==> src/rtl/sem_tbl_pkg.sv <==
// ----------------------------------------------------------------------------
// Semaphore table package
// Shared widths, request and status codes, and controller states.
// ----------------------------------------------------------------------------
package sem_tbl_pkg;

    localparam int NUM_SLOTS_DEF = 16;
    localparam int NUM_TASKS_DEF = 16;

    localparam int IDX_W   = 8;
    localparam int INIT_W  = 6;
    localparam int TASK_W  = 4;
    localparam int COUNT_W = 8;
    localparam int STAT_W  = 3;
    localparam int SLOT_OUT_W = 4;

    localparam int IN_DATA_W  = 24;
    localparam int IN_USER_W  = 2;
    localparam int OUT_DATA_W = 16;

    localparam logic signed [COUNT_W-1:0] COUNT_MAX = 8'sd127;

    typedef enum logic [1:0] {
        REQ_CREATE = 2'd0,
        REQ_CLOSE  = 2'd1,
        REQ_WAIT   = 2'd2,
        REQ_SIGNAL = 2'd3
    } req_t;

    typedef enum logic [STAT_W-1:0] {
        ST_OK        = 3'd0,
        ST_IGNORED   = 3'd1,
        ST_TOO_LARGE = 3'd2,
        ST_NO_SLOT   = 3'd3,
        ST_OVERFLOW  = 3'd4
    } status_t;

    typedef enum logic [1:0] {
        S_CLEAR  = 2'd0,
        S_IDLE   = 2'd1,
        S_LOOKUP = 2'd2,
        S_FINISH = 2'd3
    } state_t;

endpackage

==> src/rtl/sem_tbl_ram.sv <==
// ----------------------------------------------------------------------------
// Semaphore table RAM
// Generic simple dual-port RAM with one write port and a registered read port.
// ----------------------------------------------------------------------------
module sem_tbl_ram #(
    parameter int WIDTH = 8,
    parameter int DEPTH = 16
) (
    input  logic                     clk,
    input  logic                     we,
    input  logic [$clog2(DEPTH)-1:0] waddr,
    input  logic [WIDTH-1:0]         wdata,
    input  logic                     re,
    input  logic [$clog2(DEPTH)-1:0] raddr,
    output logic [WIDTH-1:0]         rdata
);

    logic [WIDTH-1:0] mem [DEPTH];
    logic [WIDTH-1:0] rdata_reg;

    always_ff @(posedge clk)
    begin
        if (we)
        begin
            mem[waddr] <= wdata;
        end
        if (re)
        begin
            rdata_reg <= mem[raddr];
        end
    end

    assign rdata = rdata_reg;

endmodule

==> src/rtl/counting_semaphore_table_top.sv <==
// ----------------------------------------------------------------------------
// Counting semaphore table
// A taken request goes through the lookup state (slot RAM read-modify-write,
// wait-queue RAM access) and the finish state, which loads the result when the
// output has room; a new request is taken only when idle or as that result
// loads. Reset: all slots become free and the wait-queue RAM is swept to zero,
// one entry a cycle, 2^(clog2(NUM_SLOTS)+clog2(NUM_TASKS)) entries (256 by default).
// ----------------------------------------------------------------------------
module counting_semaphore_table_top #(
    parameter int NUM_SLOTS = sem_tbl_pkg::NUM_SLOTS_DEF,
    parameter int NUM_TASKS = sem_tbl_pkg::NUM_TASKS_DEF
) (
    input  logic                               clk,
    input  logic                               rst_n,
    input  logic                               s_axis_tvalid,
    output logic                               s_axis_tready,
    // sem_index[7:0], initial_value[13:8], task_id[17:14]
    input  logic [sem_tbl_pkg::IN_DATA_W-1:0]  s_axis_tdata,
    // req_type[1:0]
    input  logic [sem_tbl_pkg::IN_USER_W-1:0]  s_axis_tuser,
    output logic                               m_axis_tvalid,
    input  logic                               m_axis_tready,
    // status[2:0], new_slot[6:3], caller_blocks[7], wake_valid[8], wake_task[12:9]
    output logic [sem_tbl_pkg::OUT_DATA_W-1:0] m_axis_tdata
);

    localparam int SW        = (NUM_SLOTS > 1) ? $clog2(NUM_SLOTS) : 1;
    localparam int SLOT_SPAN = 1 << SW;
    localparam int PW        = $clog2(NUM_TASKS);
    localparam int QAW       = SW + PW;
    localparam int CW        = sem_tbl_pkg::COUNT_W;
    localparam int WORD_W    = CW + 2 * PW;

    localparam logic signed [CW-1:0] TASK_LIMIT = CW'(NUM_TASKS);
    localparam logic signed [CW-1:0] NEG_LIMIT  = CW'(-NUM_TASKS);
    localparam logic signed [CW-1:0] COUNT_ONE  = CW'(1);
    localparam logic [PW-1:0]        PTR_LAST   = PW'(NUM_TASKS - 1);

    sem_tbl_pkg::state_t state_reg, state_next;

    logic [SLOT_SPAN-1:0] in_use_reg, in_use_next;
    logic [QAW-1:0]       clr_cnt_reg, clr_cnt_next;
    logic                 out_valid_reg, out_valid_next;

    sem_tbl_pkg::req_t             kind_reg;
    logic [sem_tbl_pkg::IDX_W-1:0]  idx_reg;
    logic [sem_tbl_pkg::INIT_W-1:0] init_reg;
    logic [sem_tbl_pkg::TASK_W-1:0] task_reg;

    sem_tbl_pkg::status_t              status_reg, status_next;
    logic [sem_tbl_pkg::SLOT_OUT_W-1:0] new_slot_reg, new_slot_next;
    logic                               blocks_reg, blocks_next;
    logic                               wake_reg, wake_next;
    logic [sem_tbl_pkg::OUT_DATA_W-1:0] out_data_reg, out_data_next;

    logic                 accept;
    logic                 out_room;
    logic                 load_out;

    logic                 slot_we;
    logic [SW-1:0]        slot_waddr;
    logic [WORD_W-1:0]    slot_wdata;
    logic [WORD_W-1:0]    slot_rdata;

    logic                 q_we;
    logic [QAW-1:0]       q_waddr;
    logic [sem_tbl_pkg::TASK_W-1:0] q_wdata;
    logic                 q_re;
    logic [QAW-1:0]       q_raddr;
    logic [sem_tbl_pkg::TASK_W-1:0] q_rdata;

    logic [SW-1:0]          idx_t;
    logic signed [CW-1:0]   count_rd;
    logic [PW-1:0]          head_rd;
    logic [PW-1:0]          tail_rd;
    logic signed [CW-1:0]   count_new;
    logic signed [CW-1:0]   init_ext;
    logic                   free_found;
    logic [SW-1:0]          free_slot;
    logic [sem_tbl_pkg::IDX_W-1:0] free_slot_wide;
    logic [sem_tbl_pkg::TASK_W-1:0] wake_task;

    assign out_room      = !out_valid_reg || m_axis_tready;
    assign s_axis_tready = (state_reg == sem_tbl_pkg::S_IDLE) ||
                           ((state_reg == sem_tbl_pkg::S_FINISH) && out_room);
    assign accept        = s_axis_tvalid && s_axis_tready;

    assign idx_t    = idx_reg[SW-1:0];
    assign count_rd = slot_rdata[WORD_W-1 -: CW];
    assign head_rd  = slot_rdata[2*PW-1 -: PW];
    assign tail_rd  = slot_rdata[PW-1:0];
    assign init_ext = {{(CW - sem_tbl_pkg::INIT_W){init_reg[sem_tbl_pkg::INIT_W-1]}},
                       init_reg};

    always_comb
    begin
        free_found = 1'b0;
        free_slot  = '0;
        for (int i = NUM_SLOTS - 1; i >= 0; i--)
        begin
            if (!in_use_reg[i])
            begin
                free_found = 1'b1;
                free_slot  = SW'(i);
            end
        end
    end

    assign free_slot_wide = sem_tbl_pkg::IDX_W'(free_slot);

    sem_tbl_ram #(
        .WIDTH(WORD_W),
        .DEPTH(SLOT_SPAN)
    ) u_slot_ram (
        .clk  (clk),
        .we   (slot_we),
        .waddr(slot_waddr),
        .wdata(slot_wdata),
        .re   (accept),
        .raddr(s_axis_tdata[SW-1:0]),
        .rdata(slot_rdata)
    );

    sem_tbl_ram #(
        .WIDTH(sem_tbl_pkg::TASK_W),
        .DEPTH(1 << QAW)
    ) u_queue_ram (
        .clk  (clk),
        .we   (q_we),
        .waddr(q_waddr),
        .wdata(q_wdata),
        .re   (q_re),
        .raddr(q_raddr),
        .rdata(q_rdata)
    );

    always_comb
    begin
        state_next     = state_reg;
        in_use_next    = in_use_reg;
        clr_cnt_next   = clr_cnt_reg;
        status_next    = status_reg;
        new_slot_next  = new_slot_reg;
        blocks_next    = blocks_reg;
        wake_next      = wake_reg;
        slot_we        = 1'b0;
        slot_waddr     = idx_t;
        slot_wdata     = slot_rdata;
        q_we           = 1'b0;
        q_waddr        = {idx_t, tail_rd};
        q_wdata        = task_reg;
        q_re           = 1'b0;
        q_raddr        = {idx_t, head_rd};
        count_new      = count_rd;
        load_out       = 1'b0;

        case (state_reg)
            sem_tbl_pkg::S_CLEAR:
            begin
                q_we         = 1'b1;
                q_waddr      = clr_cnt_reg;
                q_wdata      = '0;
                clr_cnt_next = clr_cnt_reg + 1'b1;
                if (clr_cnt_reg == '1)
                begin
                    state_next = sem_tbl_pkg::S_IDLE;
                end
            end

            sem_tbl_pkg::S_IDLE:
            begin
                if (accept)
                begin
                    state_next = sem_tbl_pkg::S_LOOKUP;
                end
            end

            sem_tbl_pkg::S_LOOKUP:
            begin
                status_next   = sem_tbl_pkg::ST_OK;
                new_slot_next = '0;
                blocks_next   = 1'b0;
                wake_next     = 1'b0;
                state_next    = sem_tbl_pkg::S_FINISH;
                if (kind_reg == sem_tbl_pkg::REQ_CREATE)
                begin
                    if (init_ext >= TASK_LIMIT)
                    begin
                        status_next = sem_tbl_pkg::ST_TOO_LARGE;
                    end
                    else if (!free_found)
                    begin
                        status_next = sem_tbl_pkg::ST_NO_SLOT;
                    end
                    else
                    begin
                        in_use_next[free_slot] = 1'b1;
                        slot_we       = 1'b1;
                        slot_waddr    = free_slot;
                        slot_wdata    = {init_ext, {PW{1'b0}}, {PW{1'b0}}};
                        new_slot_next = free_slot_wide[sem_tbl_pkg::SLOT_OUT_W-1:0];
                    end
                end
                else if ((idx_reg >= sem_tbl_pkg::IDX_W'(NUM_SLOTS)) || !in_use_reg[idx_t])
                begin
                    status_next = sem_tbl_pkg::ST_IGNORED;
                end
                else if (kind_reg == sem_tbl_pkg::REQ_CLOSE)
                begin
                    in_use_next[idx_t] = 1'b0;
                end
                else if (kind_reg == sem_tbl_pkg::REQ_WAIT)
                begin
                    if (count_rd <= NEG_LIMIT)
                    begin
                        status_next = sem_tbl_pkg::ST_OVERFLOW;
                    end
                    else
                    begin
                        count_new = count_rd - COUNT_ONE;
                        slot_we   = 1'b1;
                        if (count_new < 0)
                        begin
                            q_we        = 1'b1;
                            blocks_next = 1'b1;
                            slot_wdata  = {count_new, head_rd,
                                           (tail_rd == PTR_LAST) ? PW'(0) : tail_rd + 1'b1};
                        end
                        else
                        begin
                            slot_wdata = {count_new, head_rd, tail_rd};
                        end
                    end
                end
                else
                begin
                    if (count_rd < sem_tbl_pkg::COUNT_MAX)
                    begin
                        count_new = count_rd + COUNT_ONE;
                        slot_we   = 1'b1;
                        if (count_new <= 0)
                        begin
                            q_re       = 1'b1;
                            wake_next  = 1'b1;
                            slot_wdata = {count_new,
                                          (head_rd == PTR_LAST) ? PW'(0) : head_rd + 1'b1,
                                          tail_rd};
                        end
                        else
                        begin
                            slot_wdata = {count_new, head_rd, tail_rd};
                        end
                    end
                end
            end

            sem_tbl_pkg::S_FINISH:
            begin
                if (out_room)
                begin
                    load_out = 1'b1;
                    if (accept)
                    begin
                        state_next = sem_tbl_pkg::S_LOOKUP;
                    end
                    else
                    begin
                        state_next = sem_tbl_pkg::S_IDLE;
                    end
                end
            end

            default:
            begin
                state_next = sem_tbl_pkg::S_IDLE;
            end
        endcase
    end

    assign wake_task = wake_reg ? q_rdata : '0;

    always_comb
    begin
        out_valid_next = out_valid_reg && !m_axis_tready;
        out_data_next  = out_data_reg;
        if (load_out)
        begin
            out_valid_next = 1'b1;
            out_data_next  = {3'b000, wake_task, wake_reg, blocks_reg,
                              new_slot_reg, status_reg};
        end
    end

    always_ff @(posedge clk or negedge rst_n)
    begin
        if (!rst_n)
        begin
            state_reg     <= sem_tbl_pkg::S_CLEAR;
            in_use_reg    <= '0;
            clr_cnt_reg   <= '0;
            out_valid_reg <= 1'b0;
        end
        else
        begin
            state_reg     <= state_next;
            in_use_reg    <= in_use_next;
            clr_cnt_reg   <= clr_cnt_next;
            out_valid_reg <= out_valid_next;
        end
    end

    always_ff @(posedge clk)
    begin
        if (accept)
        begin
            kind_reg <= sem_tbl_pkg::req_t'(s_axis_tuser[1:0]);
            idx_reg  <= s_axis_tdata[7:0];
            init_reg <= s_axis_tdata[13:8];
            task_reg <= s_axis_tdata[17:14];
        end
        status_reg   <= status_next;
        new_slot_reg <= new_slot_next;
        blocks_reg   <= blocks_next;
        wake_reg     <= wake_next;
        out_data_reg <= out_data_next;
    end

    assign m_axis_tvalid = out_valid_reg;
    assign m_axis_tdata  = out_data_reg;

endmodule
==> config.mk <==
export PLATFORM = sky130hd
export DESIGN_NAME = counting_semaphore_table_top
export DESIGN_NICKNAME = d
export VERILOG_FILES = /design/src/rtl/sem_tbl_pkg.sv /design/src/rtl/sem_tbl_ram.sv /design/src/rtl/counting_semaphore_table_top.sv
export SDC_FILE = /design/constraint.sdc
export NUM_CORES = 2
export LEC_CHECK = 0
export BUFFER_PORTS_ARGS = -buffer_cell sky130_fd_sc_hd__buf_2
export CORE_UTILIZATION = 29
export CTS_CLUSTER_SIZE = 25
export DETAILED_ROUTE_END_ITERATION = 10
export PLACE_DENSITY = 0.48
export SKIP_LAST_GASP = 1
export SLEW_MARGIN = 20
export SYNTH_ARGS = -nofsm -noshare
export SYNTH_HDL_FRONTEND = slang
export SYNTH_SLANG_ARGS = --single-unit
==> constraint.sdc <==
create_clock -name clk -period 7.6 [get_ports clk]
set_input_delay 0.38 -clock clk [delete_from_list [all_inputs] [get_ports clk]]
set_output_delay 0.38 -clock clk [all_outputs]
set_load 0.05 [all_outputs]
==> results.sh <==
export IMPL_status="finished clean"
export IMPL_hpwl_mm=93.1
export IMPL_layout_min_cycle_time_ps=4700
export IMPL_min_from="s_axis_tdata[1]"
export IMPL_crit_arrival_ps=5090
export IMPL_yosysWarnings=0
export IMPL_cts_made_buffers=148
export IMPL_worst_path_dominant_cell_family="simple AND/OR/NAND/NOR gates"
export IMPL_die_y_um=440
export IMPL_antenna_found_initial=2
export IMPL_clock_skew_ps=52.9
export IMPL_detail_route_first_pass_iterations=6
export IMPL_ys_flop_type="edfxtp_1"
export IMPL_ys_seq_area_share_pct=73.5
export IMPL_cts_tree="yes"
export IMPL_placed_area_mm2=0.0590
export IMPL_grt_first_pass_wirelength_mm=221
export IMPL_tns_ps=0
export IMPL_synth_seq_cells=1369
export IMPL_synth_edff_count=1342
export IMPL_holdWs_ps=119
export IMPL_chipWidth_um=440
export IMPL_setup_viol=0
export IMPL_p_leak_nw=19.5
export IMPL_cts_resized=0
export IMPL_max_stage_delay_ps=820
export IMPL_vdd_drop_max_mv=0.259
export IMPL_htree_levels=4
export IMPL_vias=28900
export IMPL_hold_class="in2reg"
export IMPL_regToRegStartpoint="idx_reg[3]$_DFFE_PP_"
export IMPL_timing_slew_headroom_pct=25.2
export IMPL_detail_route_vias_per_cell=5.11
export IMPL_clk_latency_ps=800
export IMPL_reg2reg_depth=8
export IMPL_hold_depth=1
export IMPL_start_kind="flop"
export IMPL_finalCritPeriodShare_pct=61.9
export IMPL_cts_sinks=1369
export IMPL_rsz0062_at_grt="no"
export IMPL_grt_pass1_vias=29500
export IMPL_cts_setup_buffers=0
export IMPL_drive_gt1_share_pct=24.1
export IMPL_drv_cap=0
export IMPL_path_clk_slew_ps=60
export IMPL_grt_max_degree=191
export IMPL_core_area_mm2=0.191
export IMPL_mostFrequentLayoutCells="edfxtp_1 (1,342), mux4_2 (328), nor3_1 (150)"
export IMPL_crit_chain="nor2b_1 -> a22o_1 -> a221oi_4 -> nor2_2 -> nand2_2 -> o41a_2 -> buf_4 -> nor3_1"
export IMPL_row_count=160
export IMPL_timing_hold_violations_final=0
export IMPL_gp_congestion=0.825
export IMPL_fillerInstances=18200
export IMPL_final_common_cell="edfxtp_1"
export IMPL_wirelength_mm=153
export IMPL_synth_cell_types=79
export IMPL_powerDensity_mw_per_mm2=321
export IMPL_maxSlewViolCount=0
export IMPL_rrSetupSlack_ps=2900
export IMPL_largest_register_ffs=1024
export IMPL_critPathRequiredTime_ps=7990
export IMPL_r2r_end="u_queue_ram.mem[81][0]$_DFFE_PP_"
export IMPL_grt_usage_pct=15.7
export IMPL_worstSetupPathType="reg2reg"
export IMPL_avgSynthCellArea_um2=19.0
export IMPL_ant_nets=0
export IMPL_portBuffers=38
export IMPL_syn_inst=2933
export IMPL_ios=48
export IMPL_multi_input_area_mm2=0.0139
export IMPL_dieArea_mm2=0.194
export IMPL_gr_total_overflow=0
export IMPL_cts_buffer_depth=3
export IMPL_reg_top3="u_queue_ram.mem: 1024 flops, u_slot_ram.mem: 256 flops"
export IMPL_crit_buf_inv=1
export IMPL_min_to="idx_reg[1]$_DFFE_PP_"
export IMPL_nets=3075
export IMPL_cp_end_kind="flop"
export IMPL_critPathSlowestCell="edfxtp_1"
export IMPL_final_area_mm2=0.0640
export IMPL_initial_utilization_pct=29.2
export IMPL_drtIter0Drc=2713
export IMPL_top_register="u_queue_ram.mem"
export IMPL_postCtsHoldBufs=20
export IMPL_syn_to_final_growth_pct=14.7
export IMPL_drcViolationCount=0
export IMPL_dp_cells=5379
export IMPL_async_reset_ff_share_pct=1.97
export IMPL_fin_cells=5666
export IMPL_cts_root_buf="clkbuf_16"
export IMPL_crit_fanout=44
export IMPL_tightest_slew_ps=1110
export IMPL_regArea_mm2=0.0410
export IMPL_synth_area_mm2=0.0557
export IMPL_wire_per_inst_um=27.0
export IMPL_fmax_ghz=0.213
kinds of logic (layout without fill, tap and decap cells):
family,after synthesis,in the layout,synth area share (%)
xor+xnor,9,9,0.141
fa+ha+maj,5,5,0.112
other cells,1,4,0.00673
compound gates,238,238,3.11
simple gates,660,660,5.89
flops,1369,1369,73.5
mux,435,435,15.2
buf+inv,216,435,1.98
stage by stage:
step	total power (W)	util, %	setup slack (ps)
2_1_floorplan	0.0120	-	2300
3_3_place_gp	0.0137	31.0	2830
3_5_place_dp	0.0137	31.0	2860
4_1_cts	0.0207	33.5	2840
5_1_grt	0.0212	33.6	2700
6_report	0.0205	33.6	2900
cells in the mapped netlist (all sizes together), types with 6 or more instances:
library cell | number | area, um2
a211oi | 10 | 75.1
a21boi | 6 | 45.0
a21oi | 31 | 159
a221oi | 6 | 70.1
a22o | 9 | 78.8
a22oi | 25 | 188
a31oi | 22 | 138
a32oi | 11 | 115
and2 | 16 | 100
and3 | 6 | 37.5
buf | 103 | 676
clkbuf | 93 | 349
dfrtp | 27 | 676
edfxtp | 1342 | 40300
inv | 20 | 77.6
mux2 | 6 | 67.6
mux2i | 99 | 991
mux4 | 330 | 7440
nand2 | 139 | 524
nand2b | 15 | 93.8
nand3 | 56 | 280
nand4 | 17 | 106
nor2 | 153 | 639
nor2b | 11 | 68.8
nor3 | 182 | 991
nor4 | 28 | 175
o211ai | 6 | 45.0
o21ai | 42 | 221
o22ai | 16 | 100
o32ai | 8 | 70.1
or2 | 9 | 56.3
or3 | 8 | 50.1
xnor2 | 9 | 78.8
worst max path at each step:
| stage | start | end | slack, ps | depth (start not counted) |
|---|---|---|---|---|
| 2_1_floorplan | state_reg[0]$_DFFE_PN0P_ | u_queue_ram.mem[0][0]$_DFFE_PP_ | 2300 | 5 |
| 3_3_place_gp | u_slot_ram.rdata[4]$_DFFE_PP_ | u_queue_ram.rdata[0]$_DFFE_PP_ | 2830 | 8 |
| 3_5_place_dp | u_slot_ram.rdata[4]$_DFFE_PP_ | u_queue_ram.rdata[0]$_DFFE_PP_ | 2860 | 8 |
| 4_1_cts | idx_reg[3]$_DFFE_PP_ | u_queue_ram.mem[64][1]$_DFFE_PP_ | 2840 | 8 |
| 5_1_grt | idx_reg[3]$_DFFE_PP_ | u_queue_ram.mem[192][3]$_DFFE_PP_ | 2700 | 8 |
| 6_report | idx_reg[3]$_DFFE_PP_ | u_queue_ram.mem[81][0]$_DFFE_PP_ | 2900 | 8 |
per-layer routing:
layer / GRT usage [%] / vias to the layer above / part of all wire (%)
li1: - / 12300 / -
met1: 22.1 / 15600 / 45
met2: 25.2 / 797 / 48
met3: 2.60 / 187 / 4.8
met4: 4.05 / 0 / 2.2
met5: 0 / - / 0
where the power goes:
part / total [W] / leakage, nW / switching (W) / internal, W
sequential: 0.00939 / 12.5 / 0.000149 / 0.00924
combinational: 0.00415 / 4.73 / 0.00310 / 0.00105
clock: 0.00700 / 2.25 / 0.00307 / 0.00393
total: 0.0205 / 19.5 / 0.00631 / 0.0142
area by class of cell:
| type | count | area share, % |
|---|---|---|
| clock inverters | 80 | 1.28 |
| clock buffers | 184 | 6.05 |
| flip-flops and latches | 1369 | 64.1 |
| inverters | 20 | 0.125 |
| diodes | 1 | 0.00391 |
| repair buffers | 151 | 1.89 |
| well taps | 2511 | 4.91 |
| multi-input cells | 1350 | 21.7 |
(Power assumes the default switching activity.)
